===== src/design/tsce_pkg.sv =====
// ----------------------------------------------------------------------------
// tsce_pkg: shared types and constants
// Sizes, codes and control groups for the typed-stack complexity evaluator.
// ----------------------------------------------------------------------------
`default_nettype none

package tsce_pkg;

  localparam int STACK_DEPTH = 64;
  localparam int MAX_ARITY   = 4;
  localparam int VALUE_WIDTH = 32;
  localparam int NUM_TYPES   = 3;

  localparam int CNT_W    = $clog2(STACK_DEPTH + 1);
  localparam int ARITY_W  = $clog2(MAX_ARITY + 1);
  localparam int FIELD_AW = 3;

  localparam int IN_DATA_W  = 24;
  localparam int OUT_DATA_W = 32;

  // every node starts its sum at one
  localparam logic [VALUE_WIDTH-1:0] START_VALUE = VALUE_WIDTH'(1);

  typedef enum logic [1:0] {
    TYPE_FLOAT   = 2'd0,
    TYPE_BOOL    = 2'd1,
    TYPE_LONG    = 2'd2,
    TYPE_DISCARD = 2'd3
  } type_code_t;

  typedef enum logic [1:0] {
    ERR_NONE      = 2'd0,
    ERR_UNDERFLOW = 2'd1,
    ERR_FULL      = 2'd2,
    ERR_RSVD      = 2'd3
  } err_code_t;

  typedef struct packed {
    logic push;
    logic pop;
  } cell_ctrl_t;

  typedef struct packed {
    logic clear;
    logic pop;
    logic push;
  } stack_ctrl_t;

  function automatic logic [ARITY_W-1:0] clamp_arity(input logic [FIELD_AW-1:0] a);
    logic [ARITY_W-1:0] r;
    if (int'(a) > MAX_ARITY) begin
      r = ARITY_W'(MAX_ARITY);
    end else begin
      r = ARITY_W'(a);
    end
    return r;
  endfunction

endpackage

`default_nettype wire


===== src/design/tsce_cell.sv =====
// ----------------------------------------------------------------------------
// tsce_cell: one stack entry
// Holds a value; takes the upper neighbor on push, the lower one on pop.
// ----------------------------------------------------------------------------
`default_nettype none

module tsce_cell (
  input  wire logic                             clk,
  input  wire tsce_pkg::cell_ctrl_t             shift,
  input  wire logic [tsce_pkg::VALUE_WIDTH-1:0] from_above,
  input  wire logic [tsce_pkg::VALUE_WIDTH-1:0] from_below,
  output logic      [tsce_pkg::VALUE_WIDTH-1:0] value
);
  import tsce_pkg::*;

  logic [VALUE_WIDTH-1:0] value_r, value_nxt;

  always_comb begin
    value_nxt = value_r;
    if (shift.push) begin
      value_nxt = from_above;
    end else if (shift.pop) begin
      value_nxt = from_below;
    end
  end

  always_ff @(posedge clk) begin
    value_r <= value_nxt;
  end

  assign value = value_r;

endmodule

`default_nettype wire


===== src/design/tsce_stack.sv =====
// ----------------------------------------------------------------------------
// tsce_stack: shifting stack
// A chain of cells with the top entry always in the first cell, plus a fill
// count. Push shifts the chain down, pop shifts it up.
// ----------------------------------------------------------------------------
`default_nettype none

module tsce_stack (
  input  wire logic                             clk,
  input  wire logic                             rst_n,
  input  wire tsce_pkg::stack_ctrl_t            ctrl,
  input  wire logic [tsce_pkg::VALUE_WIDTH-1:0] push_data,
  output logic      [tsce_pkg::VALUE_WIDTH-1:0] top,
  output logic      [tsce_pkg::CNT_W-1:0]       count
);
  import tsce_pkg::*;

  logic [VALUE_WIDTH-1:0] cell_val [STACK_DEPTH];
  logic [CNT_W-1:0]       count_r, count_nxt;
  cell_ctrl_t             shift;

  assign shift = '{push: ctrl.push, pop: ctrl.pop};

  for (genvar i = 0; i < STACK_DEPTH; i++) begin : g_cell
    logic [VALUE_WIDTH-1:0] above, below;
    if (i == 0) begin : g_head
      assign above = push_data;
    end else begin : g_mid
      assign above = cell_val[i-1];
    end
    // bottom cell keeps its own value on pop, nothing below is ever read
    if (i == STACK_DEPTH - 1) begin : g_tail
      assign below = cell_val[i];
    end else begin : g_link
      assign below = cell_val[i+1];
    end
    tsce_cell u_cell (
      .clk       (clk),
      .shift     (shift),
      .from_above(above),
      .from_below(below),
      .value     (cell_val[i])
    );
  end

  always_comb begin
    count_nxt = count_r;
    if (ctrl.clear) begin
      count_nxt = '0;
    end else if (ctrl.pop) begin
      count_nxt = count_r - CNT_W'(1);
    end else if (ctrl.push) begin
      count_nxt = count_r + CNT_W'(1);
    end
  end

  always_ff @(posedge clk) begin
    if (!rst_n) begin
      count_r <= '0;
    end else begin
      count_r <= count_nxt;
    end
  end

  assign top   = cell_val[0];
  assign count = count_r;

endmodule

`default_nettype wire


===== config.mk =====
export PLATFORM = sky130hd
export DESIGN_NAME = tsce_stack
export DESIGN_NICKNAME = d
export VERILOG_FILES = /design/src/design/tsce_pkg.sv /design/src/design/tsce_cell.sv /design/src/design/tsce_stack.sv
export SDC_FILE = /design/constraint.sdc
export NUM_CORES = 2
export LEC_CHECK = 0
export ABC_AREA = 1
export BUFFER_PORTS_ARGS = -buffer_cell sky130_fd_sc_hd__clkbuf_2
export CORE_MARGIN = 3
export CORE_UTILIZATION = 60
export DETAILED_ROUTE_END_ITERATION = 7
export PLACE_DENSITY = 0.76
export SLEW_MARGIN = 25
export SYNTH_ARGS = -nofsm -noshare
export SYNTH_HDL_FRONTEND = slang
export SYNTH_HIERARCHICAL = 1
export SYNTH_SLANG_ARGS = --single-unit

===== constraint.sdc =====
create_clock -name clk -period 3.28 [get_ports clk]
set_input_delay 0.164 -clock clk [delete_from_list [all_inputs] [get_ports clk]]
set_output_delay 0.164 -clock clk [all_outputs]
set_load 0.05 [all_outputs]

== After elaboration in Yosys (flattened, before gate mapping) ==
Index checks and enable logic that the tools add are counted.
Cells by class
  reductions and logical operators: 2
  div/mod/pow operators: 0
  order comparisons: 0
  multipliers: 0
  equal/unequal tests: 0
  shifts and indexed selects: 0
  bitwise logic cells: 1
  multiplexer cells: 128
  add/subtract/negate cells: 2
Operator list (count)
  two-way mux 32 bit: 126
  two-way mux 7 bit: 2
  adder 7 x 1 -> 7 bit, second input constant: 1
  subtractor 7 x 1 -> 7 bit, second input constant: 1
  nonzero test 2 bit: 1
  OR reduction 2 bit: 1
  inverter 1 bit: 1
Word-level totals
  word-level logic and storage cells: 198
  latch bits: 0
  ROM bits: 0
  RAM bits: 0
  memories: 0
  input bits: 37
  flip-flop bits (word level): 2055
  output and inout port bits: 39

== Longest topological paths before layout ==
  depth after elaboration: 3
  depth in mapped cells: 10

== Cells and area by module ==
Netlist, hierarchy kept.
Modules (own cells, without submodules)
  tsce_cell: cells an instance 137, area each 1401.3 um^2, instances 64
  tsce_stack: cells an instance 84, area each 550.5 um^2, instances 1

== Worst setup path before layout ==
Ideal clock, no wire load.
  path type: register to register
  start point: register count_r[0], in the netlist count[0]
  end point: register count_r[4], in the netlist count[4]
  stages on the path, launching flop included: 11
  arrival time: 1.766 ns
  buffers on the path: 0
  setup time: 0.056 ns
  setup slack: 1.458 ns
  cells stage by stage: dfxtp_1 -> inv_1 -> fa_1 -> inv_1 -> nand2_1 -> nand2_1 -> nand2_1 -> or2_0 -> nand3_1 -> nand2_1 -> inv_1
Between the ends
  longest elaborated chain between the ends: 3
  elaborated cells between the ends (all ways): 4
  classes of those cells: add/sub (2); mux (2)
Ends and longest elaborated chain
  start, declared: RTL line tsce_stack.sv:19  | logic [CNT_W-1:0] count_r, count_nxt;
  start signal, assigned: RTL line tsce_stack.sv:61  | count_r <= count_nxt;
  adder 7 x 1 -> 7 bit: RTL line tsce_stack.sv:53  | count_nxt = count_r + CNT_W'(1);
  two-way mux 7 bit: RTL line tsce_stack.sv:52  | end else if (ctrl.push) begin
  two-way mux 7 bit (*): RTL line tsce_stack.sv:50  | end else if (ctrl.pop) begin
Every way passes the cells marked *; elsewhere a longest branch is shown, timed or not. The select of a mux whose other input is x is not followed.
A chain may end at the register's enable or synchronous reset.

== Final worst setup path ==
  start point: input port ctrl[1] (netlist bit)
  end point: register g_cell[36].u_cell.value_r[27] (enable)
Between the ends
  longest elaborated chain between the ends: 1
Ends and longest elaborated chain
  start, declared: RTL line tsce_stack.sv:11  | input wire tsce_pkg::stack_ctrl_t ctrl,
  nonzero test 2 bit (no source line)
  end signal, assigned: RTL line tsce_cell.sv:28  | value_r <= value_nxt;
  end, declared: RTL line tsce_cell.sv:16  | logic [VALUE_WIDTH-1:0] value_r, value_nxt;
No other way between the ends.

==> metrics.md <==
| Metric | Value |
|---|---|
| Status | complete, no violations |
| Worst Setup EP | g_cell[36].u_cell/value[27] |
| Hold depth | 4 |
| Crit path DAT | 2.43 ns |
| Post-synth design cell area | 90200 um^2 |
| Critical setup path kind | input pin to flop |
| CTS Sinks | 2055 |
| FMAX | 494 MHz |
| Vias/cell | 5.45 |
| Min-Delay Path Class | input pin to flop |
| Cells after Synth | 8852 |
| Final nets | 8816 |
| Root Buffer | clkbuf_16 |
| CTS Hold Bufs | 37 |
| Setup Viol. Count Final | 0 |
| Multi-input combinational cell area | 23800 um^2 |
| Max transition margin | 33.1% |
| CTS HTree Levels | 4 |
| Setup TNS | 0 ns |
| FP Rows | 141 |
| Core area | 149000 um^2 |
| Post-CTS setup buffer count | 0 |
| R2r endpoint | count[1] |
| Power per Cell Area | 657 nW/um^2 |
| Crit. Startpoint | ctrl[1] |
| CP top delay family | buffers and inverters |
| DRC Markers | 0 |
| Avg Cell Area, Syn | 10.2 um^2 |
| Crit start category | input pin |
| CP Cell Sequence | dlygate4sd3_1 > buf_4 > buf_4 > or2_2 |
| Total global routing overflow | 0 |
| Actual slew at the worst max-slew pin | 1.00 ns |
| DRT antenna net count | 0 |
| FF+latch area | 61600 um^2 |
| MaxCap Viol Count | 0 |
| Ys Warns | 6 |
| Asr flop ratio synth | 0% |
| #FFs+latches synth | 2055 |
| Initial antenna violation count | 0 |
| CP bufs+invs | 3 |
| Final worst path period share | 61.7% |
| Final Cell Area | 95800 um^2 |
| Worst Path Required | 3.68 ns |
| Period minus WS final | 2.02 ns |
| CTS tree | built |
| Slew Limit Fails | 0 |
| GP Congestion | 0.843 |
| Layout cell share with drive strength beyond 1 | 5.72% |
| I/O pin cnt | 76 |
| Placed Cells | 10500 |
| Layout Utilization | 64.5% |
| Origin of the critical flop-to-flop path | count[0] |
| Bufs on Longest Clock Path | 3 |
| Post-cts resize count | 0 |
| Die W | 394 um |
| Final Hold Viols | 0 |
| RSZ-0062 raised after global routing | no |
| First-pass GRT wire length | 304 mm |
| Post-synthesis sequential area ratio | 68.3% |
| Most used cell, CP | buf_4 |
| Largest net degree at the start of global routing | 169 |
| Worst path slowest cell | or2_2 |
| Clk_lat worst skew | 0.84 ns |
| IO Port Bufs | 75 |
| Synth Flop Type | edfxtp_1 |
| Fillcell total | 11500 |
| Ant diodes | 0 |
| Yosys cell types | 23 |
| Worst stage delay on the critical path | 0.81 ns |
| Net Count, Synth | 8895 |
| Reg clk slew, reported paths | 0.05 ns |
| Via count | 59700 |
| GRT Util Overall | 23.7% |
| Worst Setup End Kind | flop |
| CTS buffer count | 201 |
| CP max FO | 58 |
| DP HPWL | 122 mm |
| Final Skew | 0.0620 ns |
| Worst R2R Path Depth | 4 |
| Routed WL | 186 mm |
| Synth-to-layout area growth | 6.11% |
| Initial DRC Count | 6607 |
| Post-synth EDFFs | 2048 |
| Leakage Power | 43.8 nW |
| Vias in the first global route | 59800 |
| Fin cells | 10900 |
| Peak supply drop | 464 uV |
| CP Depth | 4 |
| Hold Path Origin | push_data[28] |
| DRT Pass-1 Iters | 5 |
| Initial cell density of the core | 60.7% |
| Die height | 394 um |
| Placed Area | 89400 um^2 |
| Die area | 155000 um^2 |
| PnR Total Power | 0.0629 W |
| Routed wire per std cell | 17.0 um |
| R2r setup slk | 1.56 ns |
sequential cells by signal, summed over array words and instances, names as in the netlist:
name,cells
g_cell.u_cell/value,2048
count,7
layout make-up:
type	count	area share [%]
Sequential cell	2055	64.4
Multi-Input combinational cell	6269	24.9
Clock buffer	262	5.58
Tap cell	2002	2.62
Timing Repair Buffer	167	1.39
Clock inverter	109	0.700
Inverter	79	0.477
worst min-delay path by stage:
| stage | end |
|---|---|
| global route | g_cell[0].u_cell/value[7] |
| detailed placement | g_cell[0].u_cell/value[4] |
| CTS | g_cell[0].u_cell/value[28] |
| floorplan | g_cell[0].u_cell/value[28] |
| finish | g_cell[0].u_cell/value[28] |
| global placement | g_cell[0].u_cell/value[28] |
synth_stat cells, types with 2 or more instances:
master / number / area, um^2
nand2_1: 6163 / 23100
or2_2: 64 / 400
inv_1: 13 / 48.8
a21oi_1: 6 / 30.0
o21ai_0: 3 / 15.0
ha_1: 5 / 62.6
edfxtp_1: 2048 / 61500
buf_6: 256 / 2880
nand3_2: 2 / 20.0
dfxtp_1: 7 / 140
buf_4: 193 / 1450
inv_2: 2 / 7.51
nor2_1: 11 / 41.3
inv_4: 64 / 400
nand3_1: 7 / 35.0
cell usage in the layout, fill, tap and decap left out, types with 5 or more instances in the layout:
cell           count
inv_4             64
clkbuf_2          73
clkbuf_1          57
ha_1               5
buf_4             44
clkinv_2          25
buf_12            13
clkbuf_16        205
edfxtp_1        2048
nor2_1            11
a21oi_1            6
or2_2             64
dlygate4sd3_1     37
clkinv_1          67
dfxtp_1            7
nand2_1         6163
nand3_1            7
inv_1             13
power breakdown:
group,switching [W],internal (W)
combinational,0.00388,0.00177
sequential,0.00227,0.0337
clock,0.00965,0.0117
through the flow:
| step | hold WS [ns] | setup WS [ns] |
|---|---|---|
| 4_1_cts | 0.103 | 1.32 |
| 6_report | 0.164 | 1.26 |
| 2_1_floorplan | 0.345 | 1.46 |
| 3_3_place_gp | 0.433 | 1.05 |
| 5_1_grt | 0.152 | 1.20 |
| 3_5_place_dp | 0.442 | 0.989 |
layer usage:
layer | vias to the layer above | part of all wire, % | GRT usage (%)
met3 | 255 | 6.9 | 3.22
li1 | 28300 | - | -
met5 | - | 0 | 0
met4 | 0 | 1.7 | 5.38
met1 | 29000 | 44 | 35.0
met2 | 2113 | 48 | 38.0
worst reg2reg max path, cell delays in order, from the launching register on:
cell	delay, ns
dfxtp_1	0.40
inv_1	0.08
fa_1	0.51
a21oi_1	0.06
dlygate4sd3_1	0.56
kinds of logic (layout without fill, tap and decap cells):
family	count (synthesis)	after routing	share of synthesized area, %
simple gates	6250	6250	26.2
flops	2055	2055	68.3
buf+inv	528	617	5.31
compound gates	11	11	0.0638
fa+ha+maj	6	6	0.0915
xor+xnor	2	2	0.0194
Note: power is estimated with default switching activity, not from simulation.
